File: src/rtl/cpde_pkg.sv
`timescale 1ns / 1ps
// ----------------------------------------------------------------------------
// cpde_pkg
// Shared types, widths and the multiply step table for the polynomial
// derivative evaluator.
// ----------------------------------------------------------------------------
package cpde_pkg;

  localparam int MAX_DEGREE_DEF = 20;

  localparam int COEFF_W   = 32;
  localparam int VALUE_W   = 64;
  localparam int CFG_W     = 5;
  localparam int CFG_IDX_W = 2;
  localparam int FF_W      = 62;
  localparam int OPND_W    = 33;
  localparam int PROD_W    = 2 * OPND_W;
  localparam int SUM_W     = 128;
  localparam int STEP_W    = 4;
  localparam int FRAC_SH   = 16;

  typedef logic [CFG_IDX_W-1:0] cfg_idx_t;
  localparam cfg_idx_t CFG_POLY_DEGREE = 2'd0;
  localparam cfg_idx_t CFG_DERIV_ORDER = 2'd1;

  localparam logic [VALUE_W-1:0] VALUE_MAX = {1'b0, {(VALUE_W-1){1'b1}}};
  localparam logic [VALUE_W-1:0] VALUE_MIN = {1'b1, {(VALUE_W-1){1'b0}}};

  localparam logic [STEP_W-1:0] FF_FIRST_STEP = 4'd8;
  localparam logic [STEP_W-1:0] LAST_STEP     = 4'd9;

  typedef enum logic [1:0] {
    ST_IDLE,
    ST_CALC,
    ST_DRAIN,
    ST_FINISH
  } state_t;

  typedef enum logic [2:0] {
    A_RE_LO,
    A_RE_HI,
    A_IM_LO,
    A_IM_HI,
    A_COEFF
  } a_sel_t;

  typedef enum logic [1:0] {
    B_ZRE,
    B_ZIM,
    B_FF_LO,
    B_FF_HI
  } b_sel_t;

  typedef enum logic [1:0] {
    SH_0,
    SH_32,
    SH_64
  } shift_t;

  typedef struct packed {
    a_sel_t a_sel;
    b_sel_t b_sel;
    shift_t shift;
    logic   neg;
    logic   to_im;
  } step_op_t;

  typedef struct packed {
    logic              accept;
    logic              issue;
    logic [STEP_W-1:0] step;
    logic              ff_step;
    logic              finish;
  } cmd_t;

  typedef struct packed {
    logic skip;
    logic last;
    logic ff_done;
  } sts_t;

  // re += acc_re*zr - acc_im*zi + c*ff<<32 ; im += acc_re*zi + acc_im*zr
  function automatic step_op_t step_op(input logic [STEP_W-1:0] step);
    step_op_t op;
    op = '{a_sel: A_RE_LO, b_sel: B_ZRE, shift: SH_0, neg: 1'b0, to_im: 1'b0};
    case (step)
      4'd0: op = '{a_sel: A_RE_LO, b_sel: B_ZRE,   shift: SH_0,  neg: 1'b0, to_im: 1'b0};
      4'd1: op = '{a_sel: A_RE_HI, b_sel: B_ZRE,   shift: SH_32, neg: 1'b0, to_im: 1'b0};
      4'd2: op = '{a_sel: A_IM_LO, b_sel: B_ZIM,   shift: SH_0,  neg: 1'b1, to_im: 1'b0};
      4'd3: op = '{a_sel: A_IM_HI, b_sel: B_ZIM,   shift: SH_32, neg: 1'b1, to_im: 1'b0};
      4'd4: op = '{a_sel: A_RE_LO, b_sel: B_ZIM,   shift: SH_0,  neg: 1'b0, to_im: 1'b1};
      4'd5: op = '{a_sel: A_RE_HI, b_sel: B_ZIM,   shift: SH_32, neg: 1'b0, to_im: 1'b1};
      4'd6: op = '{a_sel: A_IM_LO, b_sel: B_ZRE,   shift: SH_0,  neg: 1'b0, to_im: 1'b1};
      4'd7: op = '{a_sel: A_IM_HI, b_sel: B_ZRE,   shift: SH_32, neg: 1'b0, to_im: 1'b1};
      4'd8: op = '{a_sel: A_COEFF, b_sel: B_FF_LO, shift: SH_32, neg: 1'b0, to_im: 1'b0};
      4'd9: op = '{a_sel: A_COEFF, b_sel: B_FF_HI, shift: SH_64, neg: 1'b0, to_im: 1'b0};
      default: op = '{a_sel: A_RE_LO, b_sel: B_ZRE, shift: SH_0, neg: 1'b0, to_im: 1'b0};
    endcase
    return op;
  endfunction

endpackage

File: src/rtl/cpde_ctrl.sv
`timescale 1ns / 1ps
// ----------------------------------------------------------------------------
// cpde_ctrl
// Sequencer: accepts a word, steps the shared multiplier through the
// partial products, and hands the finished result to the output register.
// ----------------------------------------------------------------------------
module cpde_ctrl (
  input  logic           clk,
  input  logic           rst,
  input  logic           in_valid,
  output logic           in_ready,
  output logic           out_valid,
  input  logic           out_ready,
  input  cpde_pkg::sts_t sts,
  output cpde_pkg::cmd_t cmd
);

  cpde_pkg::state_t                  state;
  cpde_pkg::state_t                  state_next;
  logic [cpde_pkg::STEP_W-1:0]       step;
  logic [cpde_pkg::STEP_W-1:0]       step_next;
  logic                              out_valid_next;
  logic                              out_stall;

  assign out_stall = sts.last && out_valid && !out_ready;

  always_ff @(posedge clk) begin
    if (rst) begin
      state     <= cpde_pkg::ST_IDLE;
      step      <= '0;
      out_valid <= 1'b0;
    end else begin
      state     <= state_next;
      step      <= step_next;
      out_valid <= out_valid_next;
    end
  end

  always_comb begin
    state_next = state;
    unique case (state)
      cpde_pkg::ST_IDLE: begin
        if (in_valid) state_next = cpde_pkg::ST_CALC;
      end
      cpde_pkg::ST_CALC: begin
        if (sts.skip) state_next = cpde_pkg::ST_FINISH;
        else if (cmd.issue && step == cpde_pkg::LAST_STEP) state_next = cpde_pkg::ST_DRAIN;
      end
      cpde_pkg::ST_DRAIN: begin
        state_next = cpde_pkg::ST_FINISH;
      end
      cpde_pkg::ST_FINISH: begin
        if (!out_stall) state_next = cpde_pkg::ST_IDLE;
      end
      default: state_next = cpde_pkg::ST_IDLE;
    endcase
  end

  always_comb begin
    in_ready    = 1'b0;
    cmd.accept  = 1'b0;
    cmd.issue   = 1'b0;
    cmd.step    = step;
    cmd.ff_step = 1'b0;
    cmd.finish  = 1'b0;
    unique case (state)
      cpde_pkg::ST_IDLE: begin
        in_ready   = 1'b1;
        cmd.accept = in_valid;
      end
      cpde_pkg::ST_CALC: begin
        cmd.ff_step = !sts.skip && !sts.ff_done;
        cmd.issue   = !sts.skip && (step < cpde_pkg::FF_FIRST_STEP || sts.ff_done);
      end
      cpde_pkg::ST_DRAIN: begin
      end
      cpde_pkg::ST_FINISH: begin
        cmd.finish = !out_stall;
      end
      default: begin
      end
    endcase
  end

  always_comb begin
    step_next = step;
    if (state == cpde_pkg::ST_IDLE) step_next = '0;
    else if (cmd.issue) step_next = step + 1'b1;
  end

  always_comb begin
    out_valid_next = out_valid;
    if (cmd.finish && sts.last) out_valid_next = 1'b1;
    else if (out_ready) out_valid_next = 1'b0;
  end

endmodule

File: config.mk
export PLATFORM = sky130hd
export DESIGN_NAME = cpde_ctrl
export DESIGN_NICKNAME = d
export VERILOG_FILES = /design/src/rtl/cpde_pkg.sv /design/src/rtl/cpde_ctrl.sv
export SDC_FILE = /design/constraint.sdc
export NUM_CORES = 1
export LEC_CHECK = 0
export ABC_AREA = 0
export BUFFER_PORTS_ARGS = -buffer_cell sky130_fd_sc_hd__buf_2
export CORE_MARGIN = 2
export CORE_UTILIZATION = 31
export DETAILED_ROUTE_END_ITERATION = 16
export PLACE_DENSITY = 0.57
export SKIP_CTS_REPAIR_TIMING = 1
export SLEW_MARGIN = 20
export SYNTH_ARGS = -nofsm -noshare
export SYNTH_HDL_FRONTEND = slang
export SYNTH_SLANG_ARGS = --single-unit
File: constraint.sdc
create_clock -name clk -period 2.2 [get_ports clk]
set_clock_uncertainty 0.05 [all_clocks]
set_input_delay 0.33 -clock clk [delete_from_list [all_inputs] [get_ports clk]]
set_output_delay 0.33 -clock clk [all_outputs]
set_load 0.005 [all_outputs]
==> results of run 1 <==
[power groups by stage]
stage	Sequential [W]	Combinational [W]	Clock (W)
global placement	0.000174	0.000220	0
floorplan	0.000170	0.000155	0
global route	0.000174	0.000255	0.000140
detailed placement	0.000173	0.000227	0
finish	0.000172	0.000224	0.000123
CTS	0.000171	0.000227	0.000127
[cells in the final DEF, fill, tap and decap left out, types with 2 or more instances in the layout]
cell / n
a21oi_1: 4
buf_2: 16
clkbuf_4: 3
dfxtp_1: 7
ha_1: 6
inv_1: 4
nand2b_1: 5
nand3_1: 2
nor2_1: 3
nor2b_1: 3
o31ai_1: 2
or3_1: 2
[worst paths after layout]
check | endpoint | cells after the start | slack, ps | start
setup / recovery | cmd[6] | 5 | 390 | state[1]
hold / removal | out_valid | 2 | 250 | rst
setup reg to reg | state[0] | 5 | 440 | state[1]
hold reg to reg | out_valid | 2 | 430 | out_valid
[critical path: cells and delay by family, from the launching register on]
family	cells	cell delay [ps]
buffers and inverters	2	230
AND/OR/NAND/NOR	2	360
adder cells (fa/ha/maj)	1	210
flip-flops	1	360
[sequential cells by signal, indices dropped and copies added (netlist names)]
name,flops
out_valid,1
state,2
step,4
[cell type report]
class                   instances  area share [%]
multi-input cells              40           50.32
flip-flops and latches          7           24.09
repair buffers                 16           13.76
clock buffers                   4           4.516
inverters                       6           4.086
well taps                      15           3.226
[through the flow]
step           cells  setup slack (ps)  hold slack, ps  power [W]  instance area, um2
2_1_floorplan     54             563.4           349.1  0.0003249               461.7
3_3_place_gp      84             475.2           422.3  0.0003937               555.5
3_5_place_dp      84             455.2           423.4  0.0004004               555.5
4_1_cts           88             384.1           244.7  0.0005257               581.8
5_1_grt           88             252.6           239.4  0.0005690               581.8
6_report          88             385.1           249.7  0.0005193               581.8
[cells by family after synthesis]
group,after synthesis
buf+inv,7
flops,7
fa+ha+maj,6
compound gates,11
simple gates,21
mux,2
[metal layers]
metal  vias up  wire [um]
li1        224          -
met1       205        445
met2        13        494
met3         5         79
met4         0         23
met5         -          0
==> flow_metrics.py, run 1 <==
metrics = {
    "run_status": {
        "status": "completed",
    },
    "setup_path": {
        "critPathLaunchType": "register",
        "cp_max_fo": 9,
        "crit_slowest_cell": "dfxtp_1",
        "end_kind": "output port",
        "cp_cell_sequence": "inv_1 -> ha_1 -> nand2b_1 -> nor2_1 -> buf_2",
        "arrival_ps": 1430,
        "path_class": "register to output port",
        "critPathMaxStageDelay_ps": 360,
        "critPathRequiredTime_ps": 1820,
    },
    "synthesis": {
        "syn_area_per_cell_um2": 8.550,
        "netlist_area_um2": 461.7,
        "muxShareOfSynthArea_pct": 4.607,
        "yosysTopAreaCellShare_pct": 30.35,
        "yosysTopAreaCell": "dfxtp_1",
        "async_flop_share_pct": 0,
        "ys_ff_latch": 7,
        "synth_cells": 54,
        "yosys_warnings": 0,
        "synth_top_family_by_area": "simple AND/OR/NAND/NOR gates",
        "synthSimpleGateAreaFrac_pct": 27.10,
        "syn-num-nets": 67,
        "ys_types": 26,
        "synth_top_cells_by_count": "dfxtp_1, ha_1, nand2b_1",
        "yosysMostFrequentCell": "dfxtp_1",
        "netlist_top_cells_area": "dfxtp_1, ha_1, nand2b_1",
        "synthFlopType": "dfxtp_1",
        "synth_compound_gate_area_share_pct": 15.45,
        "synth_edf_count": 0,
        "synth-seq-area-share_pct": 30.35,
        "synthAdderAreaFrac_pct": 16.26,
        "synthXorXnorAreaFrac_pct": 0,
    },
    "global_routing": {
        "grtUsageMet3_pct": 8.190,
        "met2_usage_pct": 22.77,
        "grt.busiest_layer": "met2",
        "antenna_found_initial": 0,
        "grt_max_degree": 10,
        "use_met1_pct": 13.77,
        "overflow": 0,
        "grt_use_total_pct": 13.96,
        "grt_pass1_wl_um": 1828,
        "first_global_vias": 445,
    },
    "route": {
        "wl_per_cell_um": 11.84,
        "num_vias": 447,
        "first_pass_iters": 4,
        "drt_iter0_drc": 7,
        "post_drt_via_cell_ratio": 5.080,
        "drc_errors": 0,
        "routed_wl_um": 1042,
        "drtAntennaViolNets": 0,
    },
    "clock_network": {
        "clock_latency_ps": 260,
        "clkSinkCount": 7,
        "htree_levels": 1,
        "cts_inserted_buffers": 3,
        "clockBufferDepth": 2,
        "cts_root_buffer": "clkbuf_4",
        "cts.clk_slew.worst_paths_ps": 50,
        "cts_tree": "built",
    },
    "timing": {
        "fin_crit_sh_pct": 82.50,
        "slew_headroom_pct": 69.38,
        "worstMarginPinSlew_ps": 459.2,
        "drv_slew": 0,
        "rsz0062_at_grt": "no",
        "setup_tns_ps": 0,
        "fmaxAchievable_mhz": 551.0,
        "hold_violations": 0,
        "setup_viol": 0,
        "fin_crit_ps": 1815,
    },
    "power": {
        "p_leak_nw": 0.2675,
        "internal_power_w": 0.0003262,
        "p_sw_w": 0.0001931,
        "ir_drop_mv": 0.3893,
        "p_comb_share_pct": 43.2,
        "p_seq_share_pct": 33.1,
        "clkPwrFrac_pct": 23.7,
        "power_switching_share_pct": 37.18,
        "p_per_area_nw_per_um2": 892.5,
    },
    "placed_design": {
        "numPortBuffers": 16,
        "gp_congestion": 0.7613,
        "dpl.hpwl_um": 771.7,
    },
    "die": {
        "start_util_pct": 34.20,
        "die_x_um": 42.59,
        "dieHeight_um": 42.59,
        "core_area_um2": 1350,
        "rows": 13,
        "ioPinCount": 17,
        "dieArea_um2": 1814,
    },
    "cells_and_area": {
        "drive_gt1_share_pct": 28.77,
        "antenna_cells": 0,
        "fillers": 148,
        "areaGrowthSynthToFinish_pct": 26.02,
        "final_nets": 87,
        "regArea_um2": 140.1,
        "multi_input_area_um2": 292.8,
        "final_util_pct": 43.10,
    },
    "min_path": {
        "hp-class": "input pin to register",
    },
    "flow_run": {
        "cap_violations": 0,
    },
}
(Power assumes the default switching activity.)
==> inputs of run 2 (changes only) <==
Settings changed: ABC_AREA 0 to 1.
Clock period 2.2 ns to 1.77 ns, I/O delays scaled along.
==> run 2 against run 1 <==
Against the previous run:
- global-route usage fell by 2.0 points
- critical path depth rose by 2
- synthesized cell count rose by 24%
- combinational power rose by 44%
- clock power rose by 18%
- via count rose by 3.1%
- sequential cell count did not move
- clock-buffer cell count did not move
- synthesized area rose by 6.2%
- sequential power rose by 26%
- critical path type unchanged
==> flow_metrics.py, run 2 <==
metrics = {
    "route": {
        "num_vias": 461,
        "drc_errors": 0,
        "wl_per_cell_um": 9.165,
        "routed_wl_um": 944,
        "first_pass_iters": 4,
        "drt_iter0_drc": 2,
        "drtAntennaViolNets": 0,
        "post_drt_via_cell_ratio": 4.476,
    },
    "global_routing": {
        "grt_pass1_wl_um": 1683,
        "grt_use_total_pct": 11.98,
        "first_global_vias": 421,
        "antenna_found_initial": 0,
        "grt_max_degree": 9,
        "overflow": 0,
    },
    "timing": {
        "slew_headroom_pct": 85.96,
        "worst_hold_slack_ps": 163.3,
        "setup_viol": 0,
        "fin_crit_ps": 1658,
        "fin_crit_sh_pct": 93.65,
        "fmaxAchievable_mhz": 603.3,
        "worstMarginPinSlew_ps": 210.3,
        "hold_violations": 0,
        "rsz0062_at_grt": "no",
        "drv_slew": 0,
        "setup_tns_ps": 0,
    },
    "synthesis": {
        "netlist_area_um2": 490.5,
        "synth_edf_count": 0,
        "yosysTopAreaCellShare_pct": 28.57,
        "ys_types": 19,
        "async_flop_share_pct": 0,
        "netlist_top_cells_area": "dfxtp_1, ha_1, nand2_1",
        "synth_top_cells_by_count": "nand2_1, inv_1, dfxtp_1, nor2_1, ha_1",
        "synthFlopType": "dfxtp_1",
        "yosysMostFrequentCell": "nand2_1",
        "syn_area_per_cell_um2": 7.320,
        "ys_ff_latch": 7,
        "synth_cells": 67,
        "yosysTopAreaCell": "dfxtp_1",
        "syn-num-nets": 80,
        "yosys_warnings": 0,
        "synth-seq-area-share_pct": 28.57,
    },
    "setup_path": {
        "arrival_ps": 1340,
        "cp_common_cell": "inv_2",
        "path_class": "register to output port",
        "cp_cell_sequence": "inv_1 -> ha_2 -> inv_2 -> nor2_4 -> inv_2 -> nor2_8 -> buf_2",
        "cp_max_fo": 8,
        "end_kind": "output port",
        "critPathRequiredTime_ps": 1450,
        "reg2reg_slack_ps": 470,
        "critPathLaunchType": "register",
        "critPathMaxStageDelay_ps": 320,
        "crit_slowest_cell": "dfxtp_1",
    },
    "power": {
        "p_sw_w": 0.0002795,
        "p_seq_share_pct": 31.7,
        "power_switching_share_pct": 40.91,
        "internal_power_w": 0.0004038,
        "clkPwrFrac_pct": 21.2,
        "p_comb_share_pct": 47.1,
        "p_per_area_nw_per_um2": 1103,
        "p_leak_nw": 0.3109,
        "ir_drop_mv": 0.8287,
    },
    "clock_network": {
        "clock_latency_ps": 250,
        "clockBufferDepth": 2,
        "cts.clk_slew.worst_paths_ps": 50,
        "cts_root_buffer": "clkbuf_4",
        "cts_tree": "built",
        "cts_inserted_buffers": 3,
        "htree_levels": 1,
        "clkSinkCount": 7,
    },
    "cells_and_area": {
        "largest_register": "step",
        "mostFrequentLayoutCells": "buf_2, nand2_1, inv_1, nor2_1, dfxtp_1",
        "drive_gt1_share_pct": 33.33,
        "reg_top3": "step x4, state x2, out_valid x1",
        "final_area_um2": 619.3,
        "antenna_cells": 0,
        "areaGrowthSynthToFinish_pct": 26.28,
        "final_nets": 101,
        "largest_reg_flops": 4,
        "final_common_cell": "buf_2",
        "fillers": 167,
    },
    "die": {
        "ioPinCount": 17,
        "core_area_um2": 1489,
        "rows": 14,
        "die_x_um": 43.78,
        "dieHeight_um": 43.78,
        "start_util_pct": 32.94,
        "dieArea_um2": 1916,
    },
    "placed_design": {
        "placed_area_um2": 590.6,
        "numPortBuffers": 16,
        "dpl.hpwl_um": 797.3,
        "gp_congestion": 0.7571,
    },
    "flow_run": {
        "cap_violations": 0,
    },
    "run_status": {
        "status": "completed",
    },
    "min_path": {
        "hp-class": "input pin to register",
    },
}
-- run 2: final timing paths --
path              startpoint         to  cells past startpoint
hold / removal           rst  out_valid                      2
hold reg to reg    out_valid  out_valid                      2
setup / recovery    state[1]     cmd[6]                      7
setup reg to reg    state[1]    step[2]                      9
-- run 2: worst max-delay path: cells and delay by family (launching register included) --
kind | cells | cell delay, ps
DFF | 1 | 320
and+or+nand+nor | 2 | 210
adders and majority gates | 1 | 200
buffers and inverters | 4 | 360
-- run 2: cells by family after synthesis --
logic type / after synthesis / synth area share, %
simple gates: 30 / 33.16
buf+inv: 13 / 9.948
xor+xnor: 1 / 1.786
fa+ha+maj: 6 / 15.31
flops: 7 / 28.57
compound gates: 10 / 11.22
-- run 2: final cells by class --
cell class	instances	area, um2	share of cell area [%]
tap	16	20.02	3.232
multi-input combinational	47	304.0	49.09
sequential	7	140.1	22.63
inverter	13	48.80	7.879
timing repair buffer	16	80.08	12.93
clock buffer	4	26.28	4.242
-- run 2: routing by layer --
metal | global-route usage, % | vias to the layer above | part of all wire [%]
li1 | - | 250 | -
met1 | 14.11 | 195 | 45
met2 | 18.82 | 14 | 47
met3 | 3.750 | 2 | 6.9
met4 | 7.273 | 0 | 1.1
met5 | 0 | - | 0
-- run 2: power by group through the flow --
stage / registers, W / clock network (W) / logic (W)
global placement: 0.000219 / 0 / 0.000325
global route: 0.000224 / 0.000166 / 0.000382
detailed placement: 0.000220 / 0 / 0.000325
finish: 0.000217 / 0.000145 / 0.000322
floorplan: 0.000215 / 0 / 0.000236
CTS: 0.000216 / 0.000150 / 0.000326
-- run 2: metrics by stage --
step	worst slack, ps	utilization (%)	instances	total power [W]
floorplan	555.6	-	67	0.0004505
global placement	405.2	39.66	99	0.0005441
detailed placement	372.9	39.66	99	0.0005451
CTS	96.43	41.43	103	0.0006924
global route	7.192	41.60	103	0.0007710
finish	112.4	41.60	103	0.0006833
==> inputs of run 3 (changes only) <==
Settings changed: CELL_PAD_IN_SITES_DETAIL_PLACEMENT from default to 1, CELL_PAD_IN_SITES_GLOBAL_PLACEMENT from default to 1, CTS_BUF_LIST from default to sky130_fd_sc_hd__clkbuf_16, PLACE_DENSITY 0.57 to 0.75.
==> run 3 against run 2 <==
Against the previous run:
- worst setup slack improved by 36 ps
- hold slack improved by 11 ps
- wire length rose by 17%
- critical endpoint unchanged
- die area did not move
- sequential share of layout area fell by 1.8 points
- register-to-register slack barely moved
- global-route usage rose by 2.3 points
- core utilization rose by 3.5 points
- sequential cell count did not move
- via count rose by 3.0%
- non-clock buffer count did not move
- critical path type unchanged
==> flow_metrics.py, run 3 (synthesized netlist as in run 2, its figures left out) <==
metrics = {
    "route": {
        "num_vias": 475,
        "drc_errors": 0,
        "first_pass_iters": 4,
        "routed_wl_um": 1105,
        "drt_iter0_drc": 7,
        "drtAntennaViolNets": 0,
        "wl_per_cell_um": 10.73,
        "post_drt_via_cell_ratio": 4.612,
    },
    "setup_path": {
        "crit_slowest_cell": "dfxtp_1",
        "end_kind": "output port",
        "cp_max_fo": 8,
        "reg2reg_depth": 5,
        "reg2reg_from": "state[0]",
        "critPathMaxStageDelay_ps": 320,
        "arrival_ps": 1310,
        "critical_path.n_buffers_inverters": 4,
        "cp_common_cell": "inv_2",
        "cp.depth": 7,
        "crit_end": "cmd[6]",
        "r2r-end": "step[0]",
        "critPathLaunchType": "register",
        "crit_start": "state[1]",
        "path_class": "register to output port",
        "critPathRequiredTime_ps": 1450,
        "reg2reg_slack_ps": 480,
        "crit_family": "buffers and inverters",
        "cp_cell_sequence": "inv_2 -> ha_2 -> inv_2 -> nor2_4 -> inv_2 -> nor2_8 -> buf_2",
    },
    "global_routing": {
        "overflow": 0,
        "grt_use_total_pct": 14.31,
        "grt_pass1_wl_um": 1987,
        "grt_max_degree": 9,
        "first_global_vias": 470,
        "antenna_found_initial": 0,
    },
    "cells_and_area": {
        "final_common_cell": "buf_2",
        "fillers": 192,
        "antenna_cells": 0,
        "mostFrequentLayoutCells": "buf_2, nand2_1, inv_1, nor2_1, dfxtp_1",
        "stdcell_count": 103,
        "final_nets": 101,
        "regArea_um2": 140.1,
        "areaGrowthSynthToFinish_pct": 36.99,
        "drive_gt1_share_pct": 34.48,
        "largest_register": "step",
        "largest_reg_flops": 4,
        "reg_top3": "step x4, state x2, out_valid x1",
        "multi_input_area_um2": 304.0,
    },
    "timing": {
        "fin_crit_sh_pct": 91.62,
        "setup_tns_ps": 0,
        "slew_headroom_pct": 85.65,
        "setup_viol": 0,
        "fin_crit_ps": 1622,
        "drv_slew": 0,
        "fmaxAchievable_mhz": 616.7,
        "worstMarginPinSlew_ps": 215.0,
        "hold_violations": 0,
        "rsz0062_at_grt": "no",
    },
    "die": {
        "core_area_um2": 1489,
        "rows": 14,
        "dieHeight_um": 43.78,
        "start_util_pct": 32.94,
        "ioPinCount": 17,
        "die_x_um": 43.78,
        "dieArea_um2": 1916,
    },
    "clock_network": {
        "clockBufferDepth": 2,
        "cts_root_buffer": "clkbuf_16",
        "cts_tree": "built",
        "cts.clk_slew.worst_paths_ps": 30,
        "clock_latency_ps": 230,
        "htree_levels": 1,
        "cts_inserted_buffers": 3,
        "clkSinkCount": 7,
    },
    "run_status": {
        "status": "completed",
    },
    "power": {
        "p_sw_w": 0.0003189,
        "p_seq_share_pct": 23.7,
        "power_switching_share_pct": 34.19,
        "clkPwrFrac_pct": 40.7,
        "internal_power_w": 0.0006138,
        "p_leak_nw": 0.3379,
        "p_comb_share_pct": 35.6,
        "p_per_area_nw_per_um2": 1388,
        "ir_drop_mv": 0.5934,
    },
    "placed_design": {
        "numPortBuffers": 16,
        "gp_congestion": 0.7211,
        "dp_cells": 99,
        "dpl.hpwl_um": 883.7,
    },
    "flow_run": {
        "cap_violations": 0,
    },
    "min_path": {
        "hp-class": "input pin to register",
        "min_from": "rst",
    },
}
## run 3: cell count changes in the layout (fill, tap and decap cells not counted), sizes merged
cell    before  now
clkbuf       4    3
inv         12   13
## run 3: power by group through the flow
| stage | logic (W) | registers [W] | clock network, W |
|---|---|---|---|
| 5_1_grt | 0.000384 | 0.000226 | 0.000405 |
| 3_5_place_dp | 0.000337 | 0.000221 | 0 |
| 3_3_place_gp | 0.000329 | 0.000217 | 0 |
| 6_report | 0.000332 | 0.000221 | 0.000380 |
| 4_1_cts | 0.000340 | 0.000219 | 0.000388 |
| 2_1_floorplan | 0.000236 | 0.000215 | 0 |
## run 3: worst min-delay path by stage
stage,endpoint,slack (ps),depth (start not counted)
after CTS,out_valid,180,2
after global routing,out_valid,210,2
final,out_valid,170,2
after detailed placement,out_valid,420,2
after floorplan,out_valid,280,1
after global placement,out_valid,410,2
## run 3: routing by layer
metal,routed length [um],global-route usage [%]
met1,463,15.74
met2,570,24.12
met3,60,5.000
met4,10,7.273
met5,0,0
## run 3: worst reg2reg max path, cell delays in order (launching register included)
cell and delay (ps):
dfxtp_1 390, inv_1 110, ha_1 250, nor2_1 200, o21ai_1 100, a21oi_1 110
## run 3: area by class of cell
| class | instances | share of cell area (%) |
|---|---|---|
| repair buffers | 16 | 11.92 |
| clock buffers | 3 | 11.17 |
| flip-flops and latches | 7 | 20.86 |
| inverters | 13 | 7.263 |
| clock inverters | 1 | 0.5587 |
| multi-input cells | 47 | 45.25 |
| well taps | 16 | 2.980 |
## run 3: metrics by stage
step | util (%) | setup WS (ps) | area (um2) | total power (W) | hold slack (ps)
global route | 45.13 | 49.26 | 671.9 | 0.001015 | 205.8
global placement | 39.66 | 390.5 | 590.6 | 0.0005466 | 409.3
floorplan | - | 555.6 | 490.5 | 0.0004505 | 284.6
finish | 45.13 | 148.4 | 671.9 | 0.0009326 | 174.6
CTS | 44.96 | 72.36 | 669.4 | 0.0009470 | 177.9
detailed placement | 39.66 | 318.1 | 590.6 | 0.0005585 | 415.5
